`src/design/kpd_pkg.sv`:
```
// shared types and constants for the ladder keypad debounce and auto-repeat core
// no dependencies; used by kpd_classify and ladder_keypad_debounce_autorepeat_core
package kpd_pkg;

  // field widths
  localparam int SampleW = 12;
  localparam int KeyW    = 3;
  localparam int DbW     = 4;
  localparam int RptW    = 8;
  localparam int SpeedW  = 2;
  localparam int AccelW  = 8;
  localparam int AddrW   = 5;
  localparam int DataW   = 32;

  // register indexes (byte address is 4 * index)
  typedef enum logic [2:0] {
    REG_THR_NONE  = 3'd0,
    REG_THR_KEY1  = 3'd1,
    REG_THR_KEY2  = 3'd2,
    REG_THR_KEY3  = 3'd3,
    REG_THR_KEY4  = 3'd4,
    REG_INTERVALS = 3'd5,
    REG_DEBOUNCE  = 3'd6,
    REG_UNUSED    = 3'd7
  } reg_idx_t;

  // reset values of the registers
  localparam logic [SampleW-1:0] ThrNoneRst  = 12'd3400;
  localparam logic [SampleW-1:0] ThrKey1Rst  = 12'd2300;
  localparam logic [SampleW-1:0] ThrKey2Rst  = 12'd1435;
  localparam logic [SampleW-1:0] ThrKey3Rst  = 12'd690;
  localparam logic [SampleW-1:0] ThrKey4Rst  = 12'd157;
  localparam logic [DataW-1:0]   IntervalRst = 32'h0104_070F;
  localparam logic [DbW-1:0]     DebounceRst = 4'd3;

  // acceleration steps
  localparam logic [AccelW-1:0] AccelStep1 = 8'd50;
  localparam logic [AccelW-1:0] AccelStep2 = 8'd100;
  localparam logic [AccelW-1:0] AccelStep3 = 8'd200;

  // key codes
  localparam logic [KeyW-1:0] KeyNone = 3'd0;
  localparam logic [KeyW-1:0] Key1    = 3'd1;
  localparam logic [KeyW-1:0] Key2    = 3'd2;
  localparam logic [KeyW-1:0] Key3    = 3'd3;
  localparam logic [KeyW-1:0] Key4    = 3'd4;
  localparam logic [KeyW-1:0] Key5    = 3'd5;

  // ladder thresholds handed to the classifier
  typedef struct packed {
    logic [SampleW-1:0] none;
    logic [SampleW-1:0] key1;
    logic [SampleW-1:0] key2;
    logic [SampleW-1:0] key3;
    logic [SampleW-1:0] key4;
  } thresholds_t;

endpackage

```
`src/design/kpd_classify.sv`:
```
// ladder voltage classifier: maps one sample to a key level by descending thresholds
// depends on kpd_pkg
module kpd_classify (
  input  kpd_pkg::thresholds_t          thr,
  input  logic [kpd_pkg::SampleW-1:0]   sample,
  output logic [kpd_pkg::KeyW-1:0]      level
);

  // tests in fixed order, whatever the threshold ordering
  always_comb begin
    if (sample > thr.none) begin
      level = kpd_pkg::KeyNone;
    end else if (sample > thr.key1) begin
      level = kpd_pkg::Key1;
    end else if (sample > thr.key2) begin
      level = kpd_pkg::Key2;
    end else if (sample > thr.key3) begin
      level = kpd_pkg::Key3;
    end else if (sample > thr.key4) begin
      level = kpd_pkg::Key4;
    end else begin
      level = kpd_pkg::Key5;
    end
  end

endmodule

```
`src/design/ladder_keypad_debounce_autorepeat_core.sv`:
```
// top level of the ladder keypad debounce and accelerating auto-repeat core
// depends on kpd_pkg and kpd_classify
//
//   channel  | signals                                   | direction
//   ---------+-------------------------------------------+----------
//   in       | in_valid, in_ready, sample                | request in
//   out      | out_valid, out_ready, key_event, key_level| request out
//   config   | psel, penable, pwrite, paddr, pwdata,     | apb slave
//            | prdata, pready                            |
//
// one request per clock sustained while results are taken; a request is held in an input register,
// then classified and applied to the key state on its way into the result register.
// a taken request's result is valid once it has passed the input register and then the result register.
// synchronous active-high reset clears all counters and loads register defaults.
// a stalled result keeps in_ready high until the input register is also full.
module ladder_keypad_debounce_autorepeat_core #(
  parameter int NUM_KEYS = 5
) (
  input  logic                          clk,
  input  logic                          rst,
  // sample channel
  input  logic                          in_valid,
  output logic                          in_ready,
  input  logic [kpd_pkg::SampleW-1:0]   sample,
  // result channel
  output logic                          out_valid,
  input  logic                          out_ready,
  output logic [kpd_pkg::KeyW-1:0]      key_event,
  output logic [kpd_pkg::KeyW-1:0]      key_level,
  // configuration port
  input  logic                          psel,
  input  logic                          penable,
  input  logic                          pwrite,
  input  logic [kpd_pkg::AddrW-1:0]     paddr,
  input  logic [kpd_pkg::DataW-1:0]     pwdata,
  output logic [kpd_pkg::DataW-1:0]     prdata,
  output logic                          pready
);

  // configuration registers
  kpd_pkg::thresholds_t             thr;
  logic [kpd_pkg::DataW-1:0]        intervals;
  logic [kpd_pkg::DbW-1:0]          debounce_count;
  kpd_pkg::reg_idx_t                reg_idx;
  logic                             cfg_write;

  assign pready    = 1'b1;
  assign reg_idx   = kpd_pkg::reg_idx_t'(paddr[kpd_pkg::AddrW-1:2]);
  assign cfg_write = psel && penable && pwrite && pready;

  // register writes
  always_ff @(posedge clk) begin
    if (rst) begin
      thr.none       <= kpd_pkg::ThrNoneRst;
      thr.key1       <= kpd_pkg::ThrKey1Rst;
      thr.key2       <= kpd_pkg::ThrKey2Rst;
      thr.key3       <= kpd_pkg::ThrKey3Rst;
      thr.key4       <= kpd_pkg::ThrKey4Rst;
      intervals      <= kpd_pkg::IntervalRst;
      debounce_count <= kpd_pkg::DebounceRst;
    end else if (cfg_write) begin
      unique case (reg_idx)
        kpd_pkg::REG_THR_NONE:  thr.none       <= pwdata[kpd_pkg::SampleW-1:0];
        kpd_pkg::REG_THR_KEY1:  thr.key1       <= pwdata[kpd_pkg::SampleW-1:0];
        kpd_pkg::REG_THR_KEY2:  thr.key2       <= pwdata[kpd_pkg::SampleW-1:0];
        kpd_pkg::REG_THR_KEY3:  thr.key3       <= pwdata[kpd_pkg::SampleW-1:0];
        kpd_pkg::REG_THR_KEY4:  thr.key4       <= pwdata[kpd_pkg::SampleW-1:0];
        kpd_pkg::REG_INTERVALS: intervals      <= pwdata;
        kpd_pkg::REG_DEBOUNCE:  debounce_count <= pwdata[kpd_pkg::DbW-1:0];
        default: ;
      endcase
    end
  end

  // register read-back
  always_comb begin
    prdata = '0;
    unique case (reg_idx)
      kpd_pkg::REG_THR_NONE:  prdata = kpd_pkg::DataW'(thr.none);
      kpd_pkg::REG_THR_KEY1:  prdata = kpd_pkg::DataW'(thr.key1);
      kpd_pkg::REG_THR_KEY2:  prdata = kpd_pkg::DataW'(thr.key2);
      kpd_pkg::REG_THR_KEY3:  prdata = kpd_pkg::DataW'(thr.key3);
      kpd_pkg::REG_THR_KEY4:  prdata = kpd_pkg::DataW'(thr.key4);
      kpd_pkg::REG_INTERVALS: prdata = intervals;
      kpd_pkg::REG_DEBOUNCE:  prdata = kpd_pkg::DataW'(debounce_count);
      default:                prdata = '0;
    endcase
  end

  // input register and flow control
  logic                           s_valid;
  logic [kpd_pkg::SampleW-1:0]    s_sample;
  logic                           advance;

  assign advance  = s_valid && (!out_valid || out_ready);
  assign in_ready = !s_valid || advance;

  always_ff @(posedge clk) begin
    if (rst) begin
      s_valid <= 1'b0;
    end else if (in_ready) begin
      s_valid <= in_valid;
    end
  end

  always_ff @(posedge clk) begin
    if (in_valid && in_ready) begin
      s_sample <= sample;
    end
  end

  // classification
  logic [kpd_pkg::KeyW-1:0] level;

  kpd_classify u_classify (
    .thr    (thr),
    .sample (s_sample),
    .level  (level)
  );

  // key state
  logic [kpd_pkg::DbW-1:0]     db_cnt      [NUM_KEYS];
  logic [kpd_pkg::DbW-1:0]     db_cnt_next [NUM_KEYS];
  logic [kpd_pkg::RptW-1:0]    repeat_counter, repeat_counter_next;
  logic [kpd_pkg::SpeedW-1:0]  repeat_speed, repeat_speed_next;
  logic [kpd_pkg::AccelW-1:0]  accel_counter, accel_counter_next;
  logic [kpd_pkg::KeyW-1:0]    ev;
  logic [kpd_pkg::RptW-1:0]    period;
  logic [kpd_pkg::RptW-1:0]    rpt_inc;
  logic [kpd_pkg::DbW-1:0]     db_inc;
  logic [kpd_pkg::AccelW-1:0]  accel_inc;

  // repeat period for the current speed
  always_comb begin
    case (repeat_speed)
      2'd0:    period = intervals[7:0];
      2'd1:    period = intervals[15:8];
      2'd2:    period = intervals[23:16];
      default: period = intervals[31:24];
    endcase
  end

  assign rpt_inc = repeat_counter + kpd_pkg::RptW'(1);

  // debounce and repeat update for the held key; other keys clear
  always_comb begin
    ev                  = kpd_pkg::KeyNone;
    repeat_counter_next = repeat_counter;
    repeat_speed_next   = repeat_speed;
    accel_counter_next  = accel_counter;
    db_inc              = '0;
    for (int k = 0; k < NUM_KEYS; k++) begin
      db_cnt_next[k] = '0;
      if ({1'b0, level} == 4'(k + 1)) begin
        if (db_cnt[k] != debounce_count) begin
          db_inc         = db_cnt[k] + kpd_pkg::DbW'(1);
          db_cnt_next[k] = db_inc;
          if (db_inc == debounce_count) begin
            ev                  = level;
            repeat_counter_next = '0;
            repeat_speed_next   = '0;
            accel_counter_next  = '0;
          end
        end else begin
          db_cnt_next[k] = db_cnt[k];
          if (rpt_inc >= period) begin
            ev                  = level;
            repeat_counter_next = '0;
          end else begin
            repeat_counter_next = rpt_inc;
          end
        end
      end
    end
    // acceleration keeps running while the repeat counter is nonzero, until it reaches the last step
    accel_inc = accel_counter_next + kpd_pkg::AccelW'(1);
    if (repeat_counter_next != '0 && accel_counter_next != kpd_pkg::AccelStep3) begin
      accel_counter_next = accel_inc;
      if (accel_inc == kpd_pkg::AccelStep1) repeat_speed_next = 2'd1;
      if (accel_inc == kpd_pkg::AccelStep2) repeat_speed_next = 2'd2;
      if (accel_inc == kpd_pkg::AccelStep3) repeat_speed_next = 2'd3;
    end
  end

  // state update on each processed request
  always_ff @(posedge clk) begin
    if (rst) begin
      for (int k = 0; k < NUM_KEYS; k++) begin
        db_cnt[k] <= '0;
      end
      repeat_counter <= '0;
      repeat_speed   <= '0;
      accel_counter  <= '0;
    end else if (advance) begin
      for (int k = 0; k < NUM_KEYS; k++) begin
        db_cnt[k] <= db_cnt_next[k];
      end
      repeat_counter <= repeat_counter_next;
      repeat_speed   <= repeat_speed_next;
      accel_counter  <= accel_counter_next;
    end
  end

  // result register
  always_ff @(posedge clk) begin
    if (rst) begin
      out_valid <= 1'b0;
    end else if (advance) begin
      out_valid <= 1'b1;
    end else if (out_ready) begin
      out_valid <= 1'b0;
    end
  end

  always_ff @(posedge clk) begin
    if (advance) begin
      key_event <= ev;
      key_level <= level;
    end
  end

  // an event always names the key classified for the same sample
  assert property (@(posedge clk) disable iff (rst)
    out_valid && key_event != kpd_pkg::KeyNone |-> key_event == key_level)
    else $error("key event differs from key level");

  // acceleration counter saturates at the last step
  assert property (@(posedge clk) disable iff (rst)
    accel_counter <= kpd_pkg::AccelStep3)
    else $error("acceleration counter past last step");

  // speed follows the acceleration count
  assert property (@(posedge clk) disable iff (rst)
    (accel_counter < kpd_pkg::AccelStep1 |-> repeat_speed == 2'd0) and
    (accel_counter >= kpd_pkg::AccelStep3 |-> repeat_speed == 2'd3))
    else $error("repeat speed out of step with acceleration count");

  // any emitted event leaves the repeat counter cleared
  assert property (@(posedge clk) disable iff (rst)
    advance && ev != kpd_pkg::KeyNone |=> repeat_counter == '0)
    else $error("repeat counter not cleared after event");

endmodule
```
`config.mk`:
```
export PLATFORM = sky130hd
export DESIGN_NAME = ladder_keypad_debounce_autorepeat_core
export DESIGN_NICKNAME = d
export VERILOG_FILES = /design/src/design/kpd_pkg.sv /design/src/design/kpd_classify.sv /design/src/design/ladder_keypad_debounce_autorepeat_core.sv
export SDC_FILE = /design/constraint.sdc
export NUM_CORES = 1
export LEC_CHECK = 0
export ABC_AREA = 1
export BUFFER_PORTS_ARGS = -buffer_cell sky130_fd_sc_hd__clkbuf_2
export CAP_MARGIN = 20
export CORE_ASPECT_RATIO = 0.6
export CORE_MARGIN = 2
export CORE_UTILIZATION = 40
export DETAILED_ROUTE_END_ITERATION = 8
export GPL_TIMING_DRIVEN = 1
export PLACE_DENSITY = 0.57
export RECOVER_POWER = 25
export SYNTH_ARGS = -nofsm -noshare
export SYNTH_HDL_FRONTEND = slang
export SYNTH_SLANG_ARGS = --single-unit
```
`constraint.sdc`:
```
create_clock -name clk -period 3.62 [get_ports clk]
set_input_delay 0.181 -clock clk [delete_from_list [all_inputs] [get_ports clk]]
set_output_delay 0.181 -clock clk [all_outputs]
set_load 0.05 [all_outputs]
```
---- Word-level counts from Yosys, hierarchy flattened ----
Memory sizes are Yosys's and may differ from the RTL's.
Cells that the tools add are included.
word-level totals
  register bits ........................... 134
  input bits .............................. 56
  bits in writable memories ............... 20
  memories kept ........................... 1
memories
  name    words  width  rd ports  clocked after Yosys merged registers in  wr ports  line                                           RTL
  db_cnt  5      4      5         0                                        5         ladder_keypad_debounce_autorepeat_core.sv:122  logic [kpd_pkg::DbW-1:0] db_cnt [NUM_KEYS];
operators by class
  $add $sub $neg .......................... 7
  $lt $le $gt $ge ......................... 6
  equal/unequal tests ..................... 27
  reduce and logical (&&, ||, !) cells .... 20
  muxes and demuxes ....................... 100
  bitwise logic cells ..................... 5
operators with widths
  operator                                                         count
  8-bit two-way mux                                                32
  32-bit one-hot mux with 7 select lines                           1
  3-bit two-way mux                                                24
  12-bit > comparator                                              5
  4-bit two-way mux                                                15
  2-bit two-way mux                                                19
  8-bit one-hot mux with 3 select lines                            1
  4-bit by 1-bit adder with 4-bit output, second input constant    5
  4-bit == test                                                    5
  4-bit != test                                                    5
  8-bit by 1-bit adder with 8-bit output, second input constant    2
  3-bit == test, second input constant                             5
  2-bit AND reduction                                              7
  3-bit by 2-bit == test with 1-bit output, second input constant  4
  8-bit by 6-bit == test with 1-bit output, second input constant  1
  8-bit by 7-bit == test with 1-bit output, second input constant  1
  8-bit == test, second input constant                             1
  8-bit greater-or-equal comparator                                1
  1-bit two-way mux                                                8
  8-bit != test, second input constant                             1
  8-bit nonzero test                                               1
  3-bit by 1-bit == test with 1-bit output, second input constant  2
  1-bit logical AND                                                5
  1-bit OR                                                         5
  other kinds (7)                                                  9

---- Logic depth before layout (Yosys ltp) ----
Gate-level depths: netlist (run 1).
  word-level depth ........................ 26
  depth in mapped cells ................... 33
  depth with buffers taken out ............ 33

---- Modules after synthesis ----
From an unflattened synthesis (run 1), not the netlist that was laid out.
unflattened totals
  cells, all modules ...................... 1461
  area, all modules ....................... 10062.2 um^2
modules (own cells, without submodules)
  module                                  sequential area each (um^2)  cells each  instances  area an instance (um^2)
  ladder_keypad_debounce_autorepeat_core  3463.3                       1205        1          8396.8
  kpd_classify                            0.0                          256         1          1665.3

---- Least setup slack after synthesis (run 1) ----
No wires, ideal clock.
  path kind ............................... reg-to-reg
  start point ............................. reg s_sample[11] (netlist name)
  end point ............................... reg repeat_speed[0] (netlist name)
  buffers on the path ..................... 0
  period minus slack after synthesis ...... 3.397 ns
  arrival time ............................ 3.265 ns
  stages on the path, launching flop included .. 28
  setup slack ............................. 0.223 ns
  library setup time ...................... 0.132 ns
  cells stage by stage .................... edfxtp_1 > ha_1 > nand2_1 > nor2_2 > nand2_1 > clkinv_1 > nand2_1 > nand3_2 > nand2_2 > inv_2 > a21oi_4 > nand2_4 > nor2_2 > nor2_4 > nand3_2 > inv_2 > nand2_1 > inv_1 > ha_1 > or2_2 > nand3_1 > and2b_1 > nand3_2 > nand2_1 > nand2_1 > nand3_1 > nand2_1 > a21oi_1
between the ends
  cells in the longest elaborated chain, start to end .. 26
  elaborated cells on any way between the ends .. 65
RTL lines
  what                                      line                                           RTL
  start, declared                           ladder_keypad_debounce_autorepeat_core.sv:92   logic [kpd_pkg::SampleW-1:0] s_sample;
  start signal, assigned                    ladder_keypad_debounce_autorepeat_core.sv:108  s_sample <= sample;
  12-bit > comparator                       kpd_classify.sv:19                             end else if (sample > thr.key4) begin
  1-bit two-way mux                         kpd_classify.sv:19
  3-bit two-way mux                         kpd_classify.sv:17                             end else if (sample > thr.key3) begin
  3-bit two-way mux                         kpd_classify.sv:15                             end else if (sample > thr.key2) begin
  3-bit two-way mux                         kpd_classify.sv:13                             end else if (sample > thr.key1) begin
  3-bit two-way mux (*)                     kpd_classify.sv:11                             if (sample > thr.none) begin
  3-bit by 1-bit == test with 1-bit output  ladder_keypad_debounce_autorepeat_core.sv:154  if ({1'b0, level} == 4'(k + 1)) begin
  8-bit two-way mux                         ladder_keypad_debounce_autorepeat_core.sv:154
  [10 not listed]                           n/a
  8-bit two-way mux                         ladder_keypad_debounce_autorepeat_core.sv:155  if (db_cnt[k] != debounce_count) begin
  8-bit two-way mux                         ladder_keypad_debounce_autorepeat_core.sv:154
  8-bit by 1-bit adder with 8-bit output    ladder_keypad_debounce_autorepeat_core.sv:176  accel_inc = accel_counter_next + kpd_pkg::AccelW'(1);
  8-bit by 6-bit == test with 1-bit output  ladder_keypad_debounce_autorepeat_core.sv:179  if (accel_inc == kpd_pkg::AccelStep1) repeat_speed_next = 2'd1;
  2-bit two-way mux                         ladder_keypad_debounce_autorepeat_core.sv:179
  2-bit two-way mux                         ladder_keypad_debounce_autorepeat_core.sv:180  if (accel_inc == kpd_pkg::AccelStep2) repeat_speed_next = 2'd2;
  2-bit two-way mux                         ladder_keypad_debounce_autorepeat_core.sv:181  if (accel_inc == kpd_pkg::AccelStep3) repeat_speed_next = 2'd3;
  2-bit two-way mux (*)                     ladder_keypad_debounce_autorepeat_core.sv:177  if (repeat_counter_next != '0 && accel_counter_next != kpd_pkg::AccelStep3) begin
  end signal, assigned                      ladder_keypad_debounce_autorepeat_core.sv:199  repeat_speed <= repeat_speed_next;
  end, declared                             ladder_keypad_debounce_autorepeat_core.sv:125  logic [kpd_pkg::SpeedW-1:0] repeat_speed, repeat_speed_next;
Every way passes the cells marked *; elsewhere a longest branch is shown, timed or not.
A chain may end at the register's enable or synchronous reset.

---- Final worst setup path (run 1) ----
  start point ............................. reg s_sample[6] (netlist name)
  end point ............................... reg repeat_speed[1] (netlist name)
The elaborated chain is that of the path after synthesis.

==> impl_metrics.toml, run 1 <==
[power_and_ir_drop]
power_switching_mw = 1.58
combinationalPowerShare = 0.240
p_sw_frac = 0.324
power_mw = 4.89
peakVddDrop_uv = 287
p_int_mw = 3.30
power_frac_clock = 0.375
powerDensity_nw_per_um2 = 371
p_leak_nw = 6.10
seqPwrFrac = 0.386

[flow_run]
cap_viol_max_count = 0

[sta]
period_share = 0.996
slew_headroom = 0.332
finalSetupViolCount = 0
worst_slew_pin_slew_ns = 1.00
setup_ws_ns = 0.0130
rsz0062_at_grt = "yes"
slew_violations = 0
fin_skew_ns = 0.0143
holdWs_ns = 0.0142
min_period_ns = 3.61
fin_tns_setup_ns = 0
finalHoldViolations = 0
max_clock_freq_mhz = 277

[routing]
drc_errors = 0
drt-initial-drc-count = 957
via_per_inst = 5.20
avgRoutedWirePerCell_um = 17.3
vias = 10221
drt-total-wl_mm = 34.0
antenna_left = 0
dr.pass1.iters = 5

[clock_network]
h-tree-depth = 4
clkTransAtPathRegs_ns = 0.07
cts_tree = "done"
clockRootBuffer = "clkbuf_16"
clock-sinks = 154
cts_made_buffers = 17
clock_latency_ns = 0.45
clock_path_buffers = 2

[worst_setup_path]
critPathMaxFanout = 5
worstSetupStartpoint = "s_sample[6]"
critical_path_class = "reg -> reg"
r2r_start = "s_sample[6]"
cp.arrival_ns = 3.99
critPathCaptureType = "register"
required_ns = 4.01
crit_path_start_kind = "register"

[grt]
grt_first_pass_wirelength_mm = 52.4
grt_overflow = 0
grt_max_degree = 85
antenna_found_initial = 0
track_usage = 0.254
grt_pass1_vias = 9307

[finish]
seqCellArea_um2 = 3480
most-common-layout-cells = "nand2_1 (313), inv_1 (179), dfxtp_1 (108)"
post-route-util = 0.521
layout-drive-gt1-share = 0.239
syn_to_final_growth_pct = 28.1
multiInputGateArea_um2 = 6460
diodes = 0
stdcell_count = 1966
layout.nets = 1757
fin_area_um2 = 13200
final_common_cell = "nand2_1"
fill_cells = 2466

[logic_synthesis]
synth.distinct_cells = 57
synth_top_area_cell = "dfxtp_1"
ys_ff_latch = 154
synth_area_per_cell_um2 = 7.17
yosys-top-cells-area = "dfxtp_1 (23%), nand2_1 (12%), edfxtp_1 (11%)"
synth_area_um2 = 10300
netlist.area_leader.share = 0.226
synthesis.nets = 1566
seq_area_frac_synth = 0.337
synth_warnings = 0
synthCells = 1433

[min_path]
hold_start = "pwdata[16]"
hold_path_class = "in -> reg"

[outcome]
status = "finished, final reports clean"

[place]
dpl.cell_count = 1897
post_dp_cell_area_um2 = 11600
dp_hpwl_mm = 25.3
post-place-ws_ns = -0.116
gp_congestion = 0.919
port_buffers = 93

[floorplanning]
dieWidth_um = 211
die_area_um2 = 27000
core_um2 = 25300
die_y_um = 128
initial_core_util = 0.407
rows = 45
pin_count = 97
[layout make-up]
cell class / instances / area share
clock inverters: 9 / 0.00437
multi-input cells: 1033 / 0.491
flip-flops and latches: 154 / 0.264
repair inverters: 1 / 0.000380
inverters: 199 / 0.0582
clock buffers: 23 / 0.0404
repair buffers: 218 / 0.110
well taps: 329 / 0.0313
[power groups by stage]
stage | sequential (mW) | combinational, mW | clock, mW
6_report | 1.88 | 1.17 | 1.83
5_1_grt | 1.89 | 1.28 | 1.94
4_1_cts | 1.88 | 1.03 | 1.84
3_5_place_dp | 1.92 | 0.973 | 0
3_3_place_gp | 1.92 | 0.960 | 0
2_1_floorplan | 1.91 | 0.638 | 0
[registers in the layout (all words and copies together), names as in the netlist]
name / flops
accel_counter: 8
db_cnt: 20
debounce_count: 4
intervals: 32
key_event: 3
key_level: 3
out_valid: 1
repeat_counter: 8
repeat_speed: 2
s_sample: 12
s_valid: 1
thr: 60
[logic make-up after synthesis]
kind of cell / synth area share
buffers and inverters: 0.0934
flip-flops: 0.337
adder cells (fa/ha/maj): 0.0937
XOR/XNOR: 0.0365
AO/OA/AOI/OAI: 0.158
AND/OR/NAND/NOR: 0.281
other: 0.000365
[critical path, cell delays in order, from the launching register on]
cell and delay, ns:
edfxtp_1 0.50, ha_1 0.33, nand2_1 0.07, nor2_2 0.18
and2_4 0.21, nand2_2 0.07, nand3_4 0.08, nand2_4 0.08
nand2_8 0.12, inv_2 0.05, nand3_2 0.08, nor2_4 0.06
nor2_4 0.13, nand3_4 0.12, inv_4 0.10, nand2_4 0.06
inv_4 0.07, ha_4 0.13, nand4_1 0.18, xor2_1 0.30
nand2_1 0.10, nor2_1 0.10, nand3_1 0.11, nand2_1 0.08
nand2_1 0.05, nand2_1 0.05, nor2_1 0.04, nor2_1 0.09
[what timing repair did]
item | 4_1_cts | 5_1_grt
cloned | 1 | 1
setup buffers | 8 | 12
pin swaps | 20 | 56
gates resized for setup | 28 | 119
endpoints found under the hold margin | 15 | 0
hold buffers | 15 | 0
endpoints found under the setup margin | 10 | 12
[Yosys cell counts (all sizes together)]
cell type,count
clkbuf,36
nand3b,4
o2111ai,4
and2b,1
a221oi,6
a31oi,2
o211ai,28
o22ai,14
inv,194
o21bai,1
and3,1
a21boi,2
o21ai,104
clkinv,5
xor2,21
dfxtp,116
a22o,1
a21o,7
nand3,85
buf,11
nor3,10
o221ai,2
nor2,137
a21oi,113
nand2,355
ha,77
edfxtp,38
and2,2
nor4,2
o31ai,2
or2,6
conb,1
nor3b,1
xnor2,21
nand4,23
[layer usage]
| layer | GRT usage | share of wire | routed length, µm |
|---|---|---|---|
| met5 | 0 | 0 | 0 |
| met4 | 0.0605 | 0.0071 | 240 |
| met3 | 0.0571 | 0.089 | 3020 |
| met2 | 0.323 | 0.37 | 12500 |
| met1 | 0.414 | 0.54 | 18300 |
[final timing paths]
check	to	slack (ns)	cells past startpoint
hold / removal	intervals[16]	0.01	3
setup / recovery	repeat_speed[1]	0.01	27
setup reg to reg	repeat_speed[1]	0.01	27
hold reg to reg	thr[44]	0.49	2
Note: power is estimated with default switching activity, not from simulation.
==> run 2: changes to the inputs <==
SYNTH_HIERARCHICAL = 1   (was default)
==> impl_metrics.toml, run 2 <==
[finish]
largestRegisters = "thr: 60 flops, intervals: 32 flops, db_cnt: 20 flops"
layout-drive-gt1-share = 0.243
syn_to_final_growth_pct = 32.4
diodes = 0
post-route-util = 0.545
fin_area_um2 = 13300
top_register = "thr"
largest_reg_flops = 60
most-common-layout-cells = "nand2_1 (362), inv_1 (190), nor2_1 (156)"
final_common_cell = "nand2_1"
layout.nets = 1846

[worst_setup_path]
critical_path_class = "reg -> reg"
crit_path_top_delay_cell = "edfxtp_1"
required_ns = 4.02
critPathMaxFanout = 5
cpPeakStageDelay_ns = 0.52
cp.arrival_ns = 4.35
crit_path_start_kind = "register"
critPathBufInv = 6
critPathCaptureType = "register"
cp_top_family = "simple AND/OR/NAND/NOR gates"
r2r_setup_slack_ns = -0.33
crit_top_cell = "nand2_1"

[sta]
worst_slew_pin_slew_ns = 0.955
rsz0062_at_grt = "yes"
slew_headroom = 0.359
finalSetupViolCount = 11
period_share = 1.09
finalHoldViolations = 0
fin_skew_ns = 0.0119
min_period_ns = 3.95
slew_violations = 0
max_clock_freq_mhz = 253
fin_tns_setup_ns = -2.82
setup_ws_ns = -0.331

[power_and_ir_drop]
p_leak_nw = 6.60
power_mw = 4.82
peakVddDrop_uv = 285
powerDensity_nw_per_um2 = 361

[place]
gp_congestion = 0.890
post_dp_cell_area_um2 = 11700
port_buffers = 93
dp_hpwl_mm = 25.0
post-place-ws_ns = -0.367

[logic_synthesis]
synth_simple_gate_area_frac = 0.320
ys_ff_latch = 154
yosys-top-cells-area = "dfxtp_1 (23%), nand2_1 (15%), edfxtp_1 (11%)"
synthCells = 1461
async_reset_ff_frac = 0
synth_xor_area_frac = 0.0233
yosys-top-cells-count = "nand2_1 (390), inv_1 (198), nor2_1 (172)"
synth.distinct_cells = 48
synth-compound-area-share = 0.118
synthMuxAreaShare = 0
netlist.area_leader.share = 0.231
synth-main-ff-cell = "dfxtp_1"
synth_area_um2 = 10100
synth-edff-count = 38
synth_top_family_by_area = "simple AND/OR/NAND/NOR gates"
yosys.cell_count.top_type = "nand2_1"
synthesis.nets = 1594
synth_area_per_cell_um2 = 6.89
seq_area_frac_synth = 0.344
synth_top_area_cell = "dfxtp_1"
synth_warnings = 6
yosys.area_share.adder = 0.0957

[clock_network]
clock_path_buffers = 2
clock_latency_ns = 0.46
clock-sinks = 154
cts_made_buffers = 17
clockRootBuffer = "clkbuf_16"
cts_tree = "done"
h-tree-depth = 4
clkTransAtPathRegs_ns = 0.08

[grt]
antenna_found_initial = 0
grt_overflow = 0
grt_first_pass_wirelength_mm = 52.6
track_usage = 0.256
grt_max_degree = 48
grt_pass1_vias = 9646

[flow_run]
cap_viol_max_count = 0

[routing]
dr.pass1.iters = 5
antenna_left = 0
drt-initial-drc-count = 866
via_per_inst = 5.10
drc_errors = 0
avgRoutedWirePerCell_um = 16.3
vias = 10446
drt-total-wl_mm = 33.4

[outcome]
violations = "negative setup slack"
status = "complete, but fails checks"

[floorplanning]
pin_count = 97
die_y_um = 127
rows = 44
core_um2 = 24400
dieWidth_um = 209
initial_core_util = 0.412
die_area_um2 = 26500

[min_path]
hold_path_class = "in -> reg"
==> run 2: path summary, 6_finish.rpt <==
path | from | end | cells after the start
setup / recovery | s_sample[11] | repeat_speed[0] | 30
hold / removal | pwdata[9] | thr[21] | 3
setup reg to reg | s_sample[11] | repeat_speed[0] | 30
hold reg to reg | thr[10] | thr[10] | 2
==> run 2: power by group <==
part           switching [mW]  internal [mW]
Clock                   0.890          0.961
Combinational           0.656          0.430
Sequential             0.0593           1.82
==> run 2: cell families after synthesis <==
logic type,Yosys count
buf+inv,255
simple gates,739
other cells,1
flops,154
fa+ha+maj,77
xor+xnor,25
compound gates,210
==> run 2: worst reg2reg max path: cells and delay by family (launching register included) <==
family / cells / cell delay, ns
compound gates: 1 / 0.13
simple gates: 22 / 2.29
flops: 1 / 0.52
fa+ha+maj: 1 / 0.33
buf+inv: 6 / 0.61
==> run 2: layer usage <==
layer / routed length, µm / global-route usage / part of all wire
met3: 2710 / 0.0386 / 0.081
met1: 18200 / 0.421 / 0.54
met4: 311 / 0.0651 / 0.0093
met5: 0 / 0 / 0
met2: 12200 / 0.335 / 0.37
==> run 2: final cells by class <==
class,instances,area (µm²)
Sequential cell,154,3460
Inverter,206,781
Fill cell,2380,11100
Multi-Input combinational cell,1053,6100
Clock inverter,14,141
Tap cell,322,403
Clock buffer,18,450
Timing Repair Buffer,281,1990
==> run 2: timing repair <==
item,in CTS,in global routing
pin swaps,30,56
gates cloned,0,2
setup endpoints to repair,11,17
hold buffers,23,0
resized for setup,46,89
hold endpoints to repair,23,0
buffers inserted,10,20
==> run 2: stage by stage <==
stage / cells / hold WS [ns]
6_report: 2048 / 0.0207
5_1_grt: 2048 / 0.0366
4_1_cts: 2026 / 0.00440
3_5_place_dp: 1961 / 0.360
3_3_place_gp: 1961 / 0.359
2_1_floorplan: 1461 / 0.280
